**config.mk**
```make
export PLATFORM = sky130hd
export DESIGN_NAME = acol_ctrl
export DESIGN_NICKNAME = d
export VERILOG_FILES = /design/src/rtl/core/acol_pkg.sv /design/src/rtl/core/acol_ctrl.sv
export SDC_FILE = /design/constraint.sdc
export NUM_CORES = 1
export LEC_CHECK = 0
export BUFFER_PORTS_ARGS = -buffer_cell sky130_fd_sc_hd__buf_2
export CAP_MARGIN = 20
export CORE_AREA = 10 10 47 49
export DETAILED_ROUTE_END_ITERATION = 16
export DIE_AREA = 0 0 57 59
export SETUP_SLACK_MARGIN = 0.05
export SYNTH_ARGS = -nofsm -noshare
export SYNTH_HDL_FRONTEND = slang
export SYNTH_SLANG_ARGS = --single-unit
```
**constraint.sdc**
```tcl
create_clock -name clk -period 1.65 [get_ports clk]
set_clock_uncertainty 0.15 [all_clocks]
set_input_delay 0.2475 -clock clk [delete_from_list [all_inputs] [get_ports clk]]
set_output_delay 0.2475 -clock clk [all_outputs]
set_load 0.03 [all_outputs]
```
**src/rtl/core/acol_pkg.sv**
```systemverilog
`timescale 1ns / 1ps
// ----------------------------------------------------------------------------
// acol_pkg
// Shared types, codes and widths for the box collision table.
// ----------------------------------------------------------------------------
package acol_pkg;

  // table depth default
  localparam int ENTRIES_DEF = 64;

  // stream widths
  localparam int IN_TDATA_W  = 144;
  localparam int IN_TUSER_W  = 3;
  localparam int OUT_TDATA_W = 48;

  // configuration port
  localparam int CFG_IDX_W  = 1;
  localparam int CFG_DATA_W = 19;
  localparam logic [CFG_IDX_W-1:0] REG_AREA_W = 1'b0;
  localparam logic [CFG_IDX_W-1:0] REG_AREA_H = 1'b1;
  localparam logic [18:0] AREA_RESET = 19'h7FFFF;

  // operation codes
  localparam logic [2:0] OP_CLEAR    = 3'd0;
  localparam logic [2:0] OP_ADD_WALL = 3'd1;
  localparam logic [2:0] OP_ADD_TRIG = 3'd2;
  localparam logic [2:0] OP_RECT     = 3'd3;
  localparam logic [2:0] OP_POINT    = 3'd4;
  localparam logic [2:0] OP_SLIDE    = 3'd5;

  // layer bits in the mask
  localparam int LAYER_WALL = 1;
  localparam int LAYER_TRIG = 3;

  // test box setup modes
  localparam logic [1:0] MODE_RECT    = 2'd0;
  localparam logic [1:0] MODE_POINT   = 2'd1;
  localparam logic [1:0] MODE_SLIDE_X = 2'd2;
  localparam logic [1:0] MODE_SLIDE_Y = 2'd3;

  // one input transaction
  typedef struct packed {
    logic [2:0]  op;
    logic [19:0] left;
    logic [19:0] top;
    logic [18:0] box_w;
    logic [18:0] box_h;
    logic [19:0] goal_x;
    logic [19:0] goal_y;
    logic [17:0] half_size;
    logic [3:0]  layer_select;
  } item_t;

  // one result, status in the lowest bit
  typedef struct packed {
    logic [19:0] end_y;
    logic [19:0] end_x;
    logic        hit;
    logic [5:0]  entry_index;
    logic        status;
  } result_t;

  // stored box, edges precomputed
  typedef struct packed {
    logic [19:0] left;
    logic [20:0] right;
    logic [19:0] top;
    logic [20:0] bottom;
    logic        trig;
  } entry_t;

  // controller to datapath
  typedef struct packed {
    logic       load;
    logic       clear_tab;
    logic       add;
    logic       setup;
    logic [1:0] mode;
    logic       scan;
    logic       commit_x;
    logic       commit_y;
    logic       finish;
  } cmd_t;

  // datapath to controller
  typedef struct packed {
    logic [2:0] op;
    logic       scan_done;
    logic       out_free;
  } stat_t;

  // sign extension of a 20 bit coordinate
  function automatic logic signed [21:0] sx22(input logic [19:0] v);
    sx22 = $signed({{2{v[19]}}, v});
  endfunction

  // sign extension of a 21 bit edge
  function automatic logic signed [21:0] sx22w(input logic [20:0] v);
    sx22w = $signed({v[20], v});
  endfunction

endpackage

```
**src/rtl/core/acol_ctrl.sv**
```systemverilog
`timescale 1ns / 1ps
// ----------------------------------------------------------------------------
// acol_ctrl
// Sequencer for the collision table: decodes an operation and steps the
// datapath through clear, add, scan, slide commit and result hand-off.
// ----------------------------------------------------------------------------
module acol_ctrl (
  input  logic           clk,
  input  logic           rst,
  input  logic           s_tvalid,
  output logic           s_tready,
  input  acol_pkg::stat_t stat,
  output acol_pkg::cmd_t  cmd
);
  import acol_pkg::*;

  localparam logic [2:0] S_IDLE    = 3'd0;
  localparam logic [2:0] S_DECODE  = 3'd1;
  localparam logic [2:0] S_SCAN    = 3'd2;
  localparam logic [2:0] S_COMMIT  = 3'd3;
  localparam logic [2:0] S_SETUP_Y = 3'd4;
  localparam logic [2:0] S_FINISH  = 3'd5;

  logic [2:0] state;
  logic [2:0] state_next;
  logic       phase;
  logic       phase_next;

  // state register
  always_ff @(posedge clk) begin
    if (rst) begin
      state <= S_IDLE;
      phase <= 1'b0;
    end else begin
      state <= state_next;
      phase <= phase_next;
    end
  end

  // next state and commands
  always_comb begin
    state_next = state;
    phase_next = phase;
    cmd        = '0;
    s_tready   = 1'b0;
    case (state)
      S_IDLE: begin
        s_tready = 1'b1;
        if (s_tvalid) begin
          cmd.load   = 1'b1;
          state_next = S_DECODE;
        end
      end
      S_DECODE: begin
        case (stat.op)
          OP_CLEAR: begin
            cmd.clear_tab = 1'b1;
            state_next    = S_FINISH;
          end
          OP_ADD_WALL, OP_ADD_TRIG: begin
            cmd.add    = 1'b1;
            state_next = S_FINISH;
          end
          OP_RECT: begin
            cmd.setup  = 1'b1;
            cmd.mode   = MODE_RECT;
            state_next = S_SCAN;
          end
          OP_POINT: begin
            cmd.setup  = 1'b1;
            cmd.mode   = MODE_POINT;
            state_next = S_SCAN;
          end
          OP_SLIDE: begin
            cmd.setup  = 1'b1;
            cmd.mode   = MODE_SLIDE_X;
            phase_next = 1'b0;
            state_next = S_SCAN;
          end
          default: begin
            state_next = S_FINISH;
          end
        endcase
      end
      S_SCAN: begin
        cmd.scan = 1'b1;
        if (stat.scan_done) begin
          state_next = (stat.op == OP_SLIDE) ? S_COMMIT : S_FINISH;
        end
      end
      S_COMMIT: begin
        if (!phase) begin
          cmd.commit_x = 1'b1;
          state_next   = S_SETUP_Y;
        end else begin
          cmd.commit_y = 1'b1;
          state_next   = S_FINISH;
        end
      end
      S_SETUP_Y: begin
        cmd.setup  = 1'b1;
        cmd.mode   = MODE_SLIDE_Y;
        phase_next = 1'b1;
        state_next = S_SCAN;
      end
      S_FINISH: begin
        if (stat.out_free) begin
          cmd.finish = 1'b1;
          state_next = S_IDLE;
        end
      end
      default: begin
        state_next = S_IDLE;
      end
    endcase
  end

endmodule

```
* After elaboration in Yosys (flattened, before gate mapping)
Index checks and enable logic that the tools add are counted.
W data, S select, Z words.
** Cells by class
- Equal/unequal tests :: 14
- Multiplexer cells :: 23
- Reduce and logical (&&, ||, !) cells :: 7
** Operators by type and width (count)
- $pmux W3 S6 :: 1
- $mux W3 :: 5
- $eq A3 B2 Y1 const B :: 4
- $eq A3 B3 Y1 const B :: 4
- $mux W1 :: 12
- $pmux W3 S3 :: 1
- $ne A2 B2 Y1 const B :: 4
- $eq A3 B1 Y1 const B :: 2
- $logic_not A3 Y1 :: 2
- $pmux W3 S2 :: 1
- $mux W2 :: 2
- $reduce_and A3 Y1 :: 1
- $reduce_or A3 Y1 :: 1
- $pmux W1 S2 :: 1
- $reduce_and A2 Y1 :: 1
- $reduce_bool A2 Y1 :: 1
- $reduce_or A2 Y1 :: 1
** Storage, ports and cells
- Bits in registers :: 4
- Output and inout port bits :: 11
- Word-level logic and storage cells :: 46

* Logic depth before layout (Yosys ltp)
Gate-level depths: netlist of run 1.
- Depth in word-level cells :: 4
- Depth in mapped cells :: 5
- Depth with buffers taken out :: 3

* Least setup slack after synthesis of run 1
OpenSTA, ideal clock, no wires.
- Path kind :: register to output
- Start :: register state[1]
- End :: output port cmd[9] (netlist bit)
- Arrival time :: 1.730 ns
- Required time :: 1.252 ns
- Path slack :: -0.477 ns
- Cell stages (with the launch flop) :: 5
- Cells stage by stage :: dfxtp_1 -> buf_2 -> buf_2 -> nor3_1 -> and2_1
** RTL lines
- from (decl) :: line acol_ctrl.sv:24 : logic [2:0] state;
- from (signal assigned) :: line acol_ctrl.sv:35 : state <= state_next;
- to (decl) :: line acol_ctrl.sv:13 : output acol_pkg::cmd_t cmd

==> results of run 1 <==
-- cells by family after synthesis --
kind of cell / after synthesis / share of synthesized area
xor gates and xnor gates: 1 / 0.0202
and+or+nand+nor: 30 / 0.415
DFF: 4 / 0.184
AOI/OAI and AO/OA: 15 / 0.265
muxes: 1 / 0.0259
buffers and inverters: 7 / 0.0893
-- final cells by class --
cell class | instances | area (µm²) | share of cell area
Inverter | 2 | 7.51 | 0.00976
Sequential cell | 4 | 86.3 | 0.112
Timing Repair Buffer | 27 | 216 | 0.281
Multi-Input combinational cell | 47 | 417 | 0.541
Tap cell | 16 | 20.0 | 0.0260
Clock buffer | 3 | 22.5 | 0.0293
-- sequential cells by signal (all words and copies together) (netlist names) --
signal	cells
state	3
phase	1
-- routing by layer --
metal  track usage  up-vias  wire length [µm]
met5             0        -                 0
met4        0.0604        0                31
met3        0.0365        4                86
met2         0.147       20               681
met1        0.0913      242               610
li1              -      265                 -
-- synthesized netlist by cell type, types with 2 or more instances --
cell / count / area, µm²
a21oi_1: 4 / 20.0
a311oi_1: 2 / 17.5
nand3b_1: 3 / 22.5
nand2b_1: 4 / 25.0
nand3_1: 2 / 10.0
nand2_1: 3 / 11.3
buf_2: 4 / 20.0
nor2b_1: 4 / 25.0
nor3_1: 3 / 15.0
dfxtp_1: 4 / 80.1
inv_1: 2 / 7.51
nor2_1: 5 / 18.8
a211oi_1: 3 / 22.5
-- through the flow --
| stage | worst slack (ns) | hold slack [ns] |
|---|---|---|
| 4_1_cts | -0.0638 | 0.0934 |
| 2_1_floorplan | 0.000506 | 0.170 |
| 6_report | -0.0593 | 0.0949 |
| 5_1_grt | -0.110 | 0.106 |
| 3_3_place_gp | 0.00331 | 0.341 |
| 3_5_place_dp | 0.00766 | 0.346 |
-- power groups by stage --
| stage | combinational, mW | sequential [mW] | clock, mW |
|---|---|---|---|
| 6_report | 0.288 | 0.123 | 0.123 |
| 5_1_grt | 0.309 | 0.124 | 0.133 |
| 4_1_cts | 0.280 | 0.122 | 0.128 |
| 3_5_place_dp | 0.238 | 0.119 | 0 |
| 3_3_place_gp | 0.236 | 0.118 | 0 |
| 2_1_floorplan | 0.182 | 0.114 | 0 |
-- worst max-delay path, stage by stage, from the launching register on --
cell and delay (ns):
dfxtp_2 0.31, nand2b_4 0.14, or3_4 0.35, nor3_4 0.12, buf_6 0.15
-- worst min path at each step --
stage	from	to	slack [ns]	cells past startpoint
floorplan	rst	state[1]$_SDFFE_PP0P_	0.17	1
global placement	rst	state[1]$_SDFFE_PP0P_	0.34	2
detailed placement	rst	phase$_SDFFE_PP0P_	0.35	2
CTS	rst	state[1]$_SDFFE_PP0P_	0.09	2
global route	rst	state[1]$_SDFFE_PP0P_	0.11	2
finish	rst	state[1]$_SDFFE_PP0P_	0.09	2
-- repair_timing --
action / CTS / global route
pin swaps: 3 / 1
cloned: 0 / 0
resized for setup: 25 / 6
setup endpoints to repair: 10 / 11
buffers inserted: 2 / 0
==> impl_metrics.env, run 1 <==
export IMPL_clock_path_buffers=2
export IMPL_path_class="reg -> out"
export IMPL_cts_root_buf="clkbuf_4"
export IMPL_seqPwrFrac=0.231
export IMPL_grt_pass1_vias=543
export IMPL_drive_gt1_frac=0.614
export IMPL_hold_violations=0
export IMPL_powerDensity_nw_per_um2=694
export IMPL_fin_crit_ns=1.71
export IMPL_port_buffers=18
export IMPL_dieHeight_um=59
export IMPL_synth_edf_count=0
export IMPL_final_antenna_net_count=0
export IMPL_crit_arrival_ns=1.31
export IMPL_diodes=0
export IMPL_rows=14
export IMPL_cts_tree="yes"
export IMPL_status="finished, violations left"
export IMPL_syn_area_per_cell_um2=7.49
export IMPL_clock_latency_ns=0.24
export IMPL_htreeDepth=1
export IMPL_r2r_cells=4
export IMPL_setup_tns_ns=-0.119
export IMPL_dpl_instance_area_um2=633
export IMPL_cellLeakagePower_nw=0.314
export IMPL_clkPwrFrac=0.230
export IMPL_required_ns=1.25
export IMPL_yosys_most_used_dff="dfxtp_1"
export IMPL_comb_power_share=0.539
export IMPL_final_util=0.549
export IMPL_power_uw=534
export IMPL_core_um2=1400
export IMPL_internal_power_uw=327
export IMPL_fillerInstances=131
export IMPL_synth_area_um2=434
export IMPL_hp_class="in -> reg"
export IMPL_place_congestion=0.793
export IMPL_clk_transition_reported_paths_ns=0.04
export IMPL_rsz0062_at_grt="yes"
export IMPL_final_cell_count_no_fill=99
export IMPL_boundaryPins=19
export IMPL_final_cell_mix="buf_4, buf_6, buf_2"
export IMPL_netlist_instances=58
export IMPL_dp_cells=94
export IMPL_grt_pass1_wl_mm=2.42
export IMPL_grt_max_degree=18
export IMPL_cts_inserted_buffers=3
export IMPL_firstDrtPassIters=4
export IMPL_clkSinkCount=4
export IMPL_critPathCaptureType="primary output"
export IMPL_yosys_warnings=0
export IMPL_wl_per_cell_um=14.2
export IMPL_drc=0
export IMPL_vias=531
export IMPL_ir_worst_vdd_mv=0.320
export IMPL_nNetsFinal=93
export IMPL_path_max_fanout=2
export IMPL_syn_nets=66
export IMPL_crit_path_end="cmd[8]"
export IMPL_detail_route_vias_per_cell=5.36
export IMPL_finalCritPeriodShare=1.04
export IMPL_synth_distinct_cells=28
export IMPL_dp_hpwl_mm=1.03
export IMPL_reg2reg_to="state[1]$_SDFFE_PP0P_"
export IMPL_p_sw_uw=206
export IMPL_fmax_mhz=585
export IMPL_ys_seq_area_frac=0.184
export IMPL_layout_setup_ws_ns=-0.0593
export IMPL_drt_total_wl_mm=1.41
export IMPL_tightest_slew_ns=0.433
export IMPL_ys_ff_latch=4
export IMPL_violations="negative setup slack"
export IMPL_critPathLaunchType="register"
export IMPL_grt_total_usage=0.0894
export IMPL_drtIter0Drc=8
export IMPL_slew_headroom=0.711
export IMPL_ff2ff_setup_slack_ns=0.11
export IMPL_p_sw_frac=0.387
export IMPL_die_x_um=57
export IMPL_final_area_um2=769
export IMPL_dieArea_um2=3360
export IMPL_cap_violations=0
export IMPL_ctsHoldBuffers=0
export IMPL_regToRegStartpoint="state[1]$_SDFFE_PP0P_"
export IMPL_start_util=0.310
export IMPL_final_common_cell="buf_4"
export IMPL_antenna_found_initial=0
export IMPL_area_growth_pct=77.2
export IMPL_setup_viol=3
export IMPL_crit_start="state[1]$_SDFFE_PP0P_"
export IMPL_grt_overflow_total=0
export IMPL_async_reset_ff_frac=0
export IMPL_slew_violations=0
(Power assumes the default switching activity.)
==> run 2, diff against run 1 <==
Settings changed: PLACE_DENSITY set to 0.66.
Clock period 1.65 ns to 2.1 ns, I/O delays scaled along.
==> run 2 against run 1 <==
  * The flow now finishes without violations
  * Via count fell by 11%
  * Global-route usage decreased by 2.0 points
  * Critical path depth unchanged
  * Register-to-register slack improved by 0.49 ns
  * Routed wire length down 19%
  * Final cell count shrank 7.1%
  * Critical path type unchanged
  * Highest routed layer is now met3
==> impl_metrics.env, run 2 (synthesis results as in run 1) <==
export IMPL_hp_class="in -> reg"
export IMPL_port_buffers=18
export IMPL_r2r_cells=4
export IMPL_die_x_um=57
export IMPL_final_common_cell="buf_2"
export IMPL_dp_hpwl_um=916
export IMPL_powerDensity_nw_per_um2=602
export IMPL_rsz0062_at_grt="no"
export IMPL_cellLeakagePower_nw=0.254
export IMPL_drtIter0Drc=5
export IMPL_cts_tree="yes"
export IMPL_detail_route_vias_per_cell=5.15
export IMPL_place_congestion=0.758
export IMPL_cap_violations=0
export IMPL_vias=474
export IMPL_status="finished clean"
export IMPL_clk_transition_reported_paths_ns=0.04
export IMPL_rows=14
export IMPL_dieHeight_um=59
export IMPL_dpl_instance_area_um2=533
export IMPL_drt_total_wl_mm=1.14
export IMPL_critPathLaunchType="register"
export IMPL_grt_max_degree=18
export IMPL_tightest_slew_ns=0.351
export IMPL_start_util=0.310
export IMPL_post_cts_buffers=0
export IMPL_grt_pass1_vias=460
export IMPL_grt_total_usage=0.0695
export IMPL_final_area_um2=559
export IMPL_htreeDepth=1
export IMPL_cts_root_buf="clkbuf_4"
export IMPL_crit_arrival_ns=1.44
export IMPL_diodes=0
export IMPL_finalCritPeriodShare=0.907
export IMPL_drive_gt1_frac=0.382
export IMPL_clkSinkCount=4
export IMPL_cts_inserted_buffers=3
export IMPL_fmax_mhz=525
export IMPL_fin_crit_ns=1.91
export IMPL_setup_viol=0
export IMPL_core_um2=1400
export IMPL_largest_register="state"
export IMPL_largest_register_ffs=3
export IMPL_critPathCaptureType="primary output"
export IMPL_boundaryPins=19
export IMPL_firstDrtPassIters=3
export IMPL_slew_violations=0
export IMPL_min_path_cells=2
export IMPL_slew_headroom=0.766
export IMPL_grt_pass1_wl_mm=1.95
export IMPL_top_regs="state (3), phase (1)"
export IMPL_drc=0
export IMPL_area_growth_pct=28.8
export IMPL_antenna_found_initial=0
export IMPL_hold_violations=0
export IMPL_required_ns=1.63
export IMPL_wl_per_cell_um=12.4
export IMPL_nNetsFinal=86
export IMPL_grt_overflow_total=0
export IMPL_path_class="reg -> out"
export IMPL_ir_worst_vdd_mv=0.430
export IMPL_clock_latency_ns=0.23
export IMPL_setup_tns_ns=0
export IMPL_final_antenna_net_count=0
export IMPL_path_max_fanout=10
export IMPL_final_cell_mix="buf_2, nor2_1, nand2b_1, a21oi_1"
export IMPL_clock_path_buffers=2
export IMPL_dieArea_um2=3360
run 2: changes by cell type in the layout (fill, tap and decap cells not counted), sizes merged:
cell | previous run | this run
buf | 27 | 20
run 2: timing repair:
action	in CTS	in global routing
hold buffers	0	0
endpoints found under the setup margin	4	0
gates resized for setup	2	0
run 2: worst max-delay path, cell delays in order, from the launching register on:
cell and delay, ns:
dfxtp_2 0.41, nand2b_1 0.11, or3_1 0.33, nor3_1 0.13
buf_2 0.22
run 2: power by group:
part | leakage [nW] | switching [mW] | internal (mW) | total (mW)
clock | 0.0138 | 0.0300 | 0.0638 | 0.0938
combinational | 0.207 | 0.0901 | 0.0561 | 0.146
sequential | 0.0330 | 0.0123 | 0.0844 | 0.0968
run 2: per-layer routing:
| metal | GRT usage | vias up | routed length [µm] |
|---|---|---|---|
| li1 | - | 253 | - |
| met1 | 0.0819 | 205 | 559 |
| met2 | 0.101 | 16 | 478 |
| met3 | 0.0451 | 0 | 101 |
| met4 | 0.0201 | 0 | 0 |
| met5 | 0 | - | 0 |
run 2: worst paths after layout:
path / slack, ns / startpoint / end
worst max-delay path: 0.19 / state[0]$_SDFFE_PP0P_ / cmd[8]
worst max register to register: 0.60 / state[1]$_SDFFE_PP0P_ / state[1]$_SDFFE_PP0P_
worst min register to register: 0.38 / phase$_SDFFE_PP0P_ / phase$_SDFFE_PP0P_
worst min-delay path: 0.17 / rst / phase$_SDFFE_PP0P_
run 2: cell type report:
| cell class | instances | area [µm²] |
|---|---|---|
| tap | 16 | 20.0 |
| clock buffer | 3 | 22.5 |
| multi-input combinational | 47 | 323 |
| fill | 163 | 842 |
| inverter | 2 | 7.51 |
| sequential | 4 | 81.3 |
| timing repair buffer | 20 | 105 |
run 2: per-stage QoR:
step | cells | util | power [mW] | setup WS (ns) | hold slack [ns]
after floorplan | 58 | - | 0.205 | 0.0762 | 0.237
after CTS | 92 | 0.399 | 0.345 | 0.172 | 0.162
after global placement | 89 | 0.380 | 0.241 | 0.318 | 0.367
after detailed placement | 89 | 0.380 | 0.243 | 0.277 | 0.378
after global routing | 92 | 0.399 | 0.369 | 0.0790 | 0.165
final | 92 | 0.399 | 0.337 | 0.195 | 0.174
==> run 3, diff against run 2 <==
Settings changed: BUFFER_PORTS_ARGS -buffer_cell sky130_fd_sc_hd__buf_2 to unset, DONT_BUFFER_PORTS set to 1, PLACE_DENSITY 0.66 to 0.53.
==> run 3 against run 2 <==
  * Routed wire length rose by 11%
  * Maximum frequency fell by 0.13%
  * Clock-buffer cell count did not move
  * Final area fell by 0.45%
  * Via count fell by 3.0%
  * Global-route usage fell by 0.48 points
  * Flip-flop and latch count did not move
  * Critical endpoint unchanged
  * Largest power group unchanged
==> impl_metrics.env, run 3 (synthesis results as in run 1) <==
export IMPL_status="finished clean"
export IMPL_power_uw=338
export IMPL_cts_inserted_buffers=3
export IMPL_final_antenna_net_count=0
export IMPL_vias=460
export IMPL_drtIter0Drc=10
export IMPL_firstDrtPassIters=2
export IMPL_seqCellArea_um2=81.3
export IMPL_grt_max_degree=18
export IMPL_boundaryPins=19
export IMPL_dieHeight_um=59
export IMPL_clk_transition_reported_paths_ns=0.04
export IMPL_setup_viol=0
export IMPL_critPathLaunchType="register"
export IMPL_final_cell_count_no_fill=85
export IMPL_final_cell_mix="buf_4, nor2_1, nand2b_1, a21oi_1"
export IMPL_grt_overflow_total=0
export IMPL_drive_gt1_frac=0.290
export IMPL_dp_cells=80
export IMPL_rsz0062_at_grt="no"
export IMPL_place_congestion=0.724
export IMPL_area_growth_pct=28.2
export IMPL_largest_register_ffs=3
export IMPL_detail_route_vias_per_cell=5.41
export IMPL_multi_input_area_um2=323
export IMPL_whs_endpoint="state[0]$_SDFFE_PP0P_"
export IMPL_grt_pass1_wl_mm=1.77
export IMPL_r2r_cells=4
export IMPL_dr_wl_met2_um=641
export IMPL_drc=0
export IMPL_dpl_instance_area_um2=510
export IMPL_clock_latency_ns=0.24
export IMPL_setup_tns_ns=0
export IMPL_final_area_um2=557
export IMPL_crit_arrival_ns=1.44
export IMPL_holdCritStartpoint="rst"
export IMPL_dp_hpwl_um=921
export IMPL_tightest_slew_ns=0.356
export IMPL_cts_root_buf="clkbuf_4"
export IMPL_ff2ff_setup_slack_ns=0.60
export IMPL_slew_violations=0
export IMPL_path_max_fanout=10
export IMPL_largest_register="state"
export IMPL_hold_violations=0
export IMPL_drt_total_wl_mm=1.27
export IMPL_die_x_um=57
export IMPL_diodes=0
export IMPL_rows=14
export IMPL_clkSinkCount=4
export IMPL_wl_per_cell_um=14.9
export IMPL_finalCritPeriodShare=0.908
export IMPL_fillerInstances=165
export IMPL_cts_tree="yes"
export IMPL_critPathCaptureType="primary output"
export IMPL_required_ns=1.63
export IMPL_reg2reg_to="state[1]$_SDFFE_PP0P_"
export IMPL_grt_pass1_vias=404
export IMPL_cellLeakagePower_nw=0.226
export IMPL_met1Wirelength_um=539
export IMPL_cap_violations=0
export IMPL_hp_class="in -> reg"
export IMPL_min_path_cells=1
export IMPL_path_class="reg -> out"
export IMPL_final_util=0.397
export IMPL_regToRegStartpoint="state[1]$_SDFFE_PP0P_"
export IMPL_fin_crit_ns=1.91
export IMPL_top_regs="state (3), phase (1)"
export IMPL_powerDensity_nw_per_um2=607
export IMPL_htreeDepth=1
export IMPL_port_buffers=0
export IMPL_antenna_found_initial=0
export IMPL_highest_layer="met4"
export IMPL_start_util=0.310
export IMPL_final_common_cell="buf_4"
export IMPL_core_um2=1400
export IMPL_clock_path_buffers=2
export IMPL_slew_headroom=0.762
export IMPL_grt_total_usage=0.0647
export IMPL_dieArea_um2=3360
export IMPL_ir_worst_vdd_mv=0.403
export IMPL_met3_length_um=69
export IMPL_fmax_mhz=524
export IMPL_nNetsFinal=79
==> run 3: worst max-delay path by stage <==
stage | to | from | depth (start not counted)
finish | cmd[8] | state[0]$_SDFFE_PP0P_ | 4
global route | cmd[8] | state[0]$_SDFFE_PP0P_ | 4
CTS | cmd[8] | state[0]$_SDFFE_PP0P_ | 4
detailed placement | cmd[4] | state[0]$_SDFFE_PP0P_ | 4
global placement | cmd[5] | state[0]$_SDFFE_PP0P_ | 4
floorplan | cmd[8] | state[1]$_SDFFE_PP0P_ | 4
==> run 3: per-layer routing <==
metal,GRT usage,up-vias
met5,0,-
met3,0.0300,2
li1,-,233
met1,0.0686,213
met2,0.102,12
met4,0.0403,0
==> run 3: final cells by class <==
cell class | count | share of cell area
Clock buffer | 3 | 0.0404
Inverter | 2 | 0.0135
Multi-Input combinational cell | 47 | 0.580
Sequential cell | 4 | 0.146
Tap cell | 16 | 0.0360
Timing Repair Buffer | 13 | 0.184
==> run 3: repair_timing <==
action	CTS	global route
gates resized for setup	1	1
hold endpoints to repair	2	1
setup endpoints to repair	1	5
buffers inserted	0	0
hold buffers	1	1
==> run 3: metrics by stage <==
step | setup slack (ns) | hold WS (ns)
6_report | 0.192 | 0.0211
5_1_grt | 0.119 | 0.0141
4_1_cts | 0.0730 | 0.00555
3_5_place_dp | 0.307 | 0.241
3_3_place_gp | 0.353 | 0.241
2_1_floorplan | 0.0762 | 0.237
==> run 3: where the power goes <==
group          switching (mW)  internal (mW)  total (mW)
registers              0.0134         0.0844      0.0978
logic                  0.0827         0.0603       0.143
clock network          0.0330         0.0640      0.0970
total                   0.129          0.209       0.338
==> run 3: critical path, stage by stage (launching register included) <==
cell,delay (ns)
dfxtp_2,0.42
nand2b_1,0.11
or3_1,0.34
nor3_1,0.15
buf_4,0.19
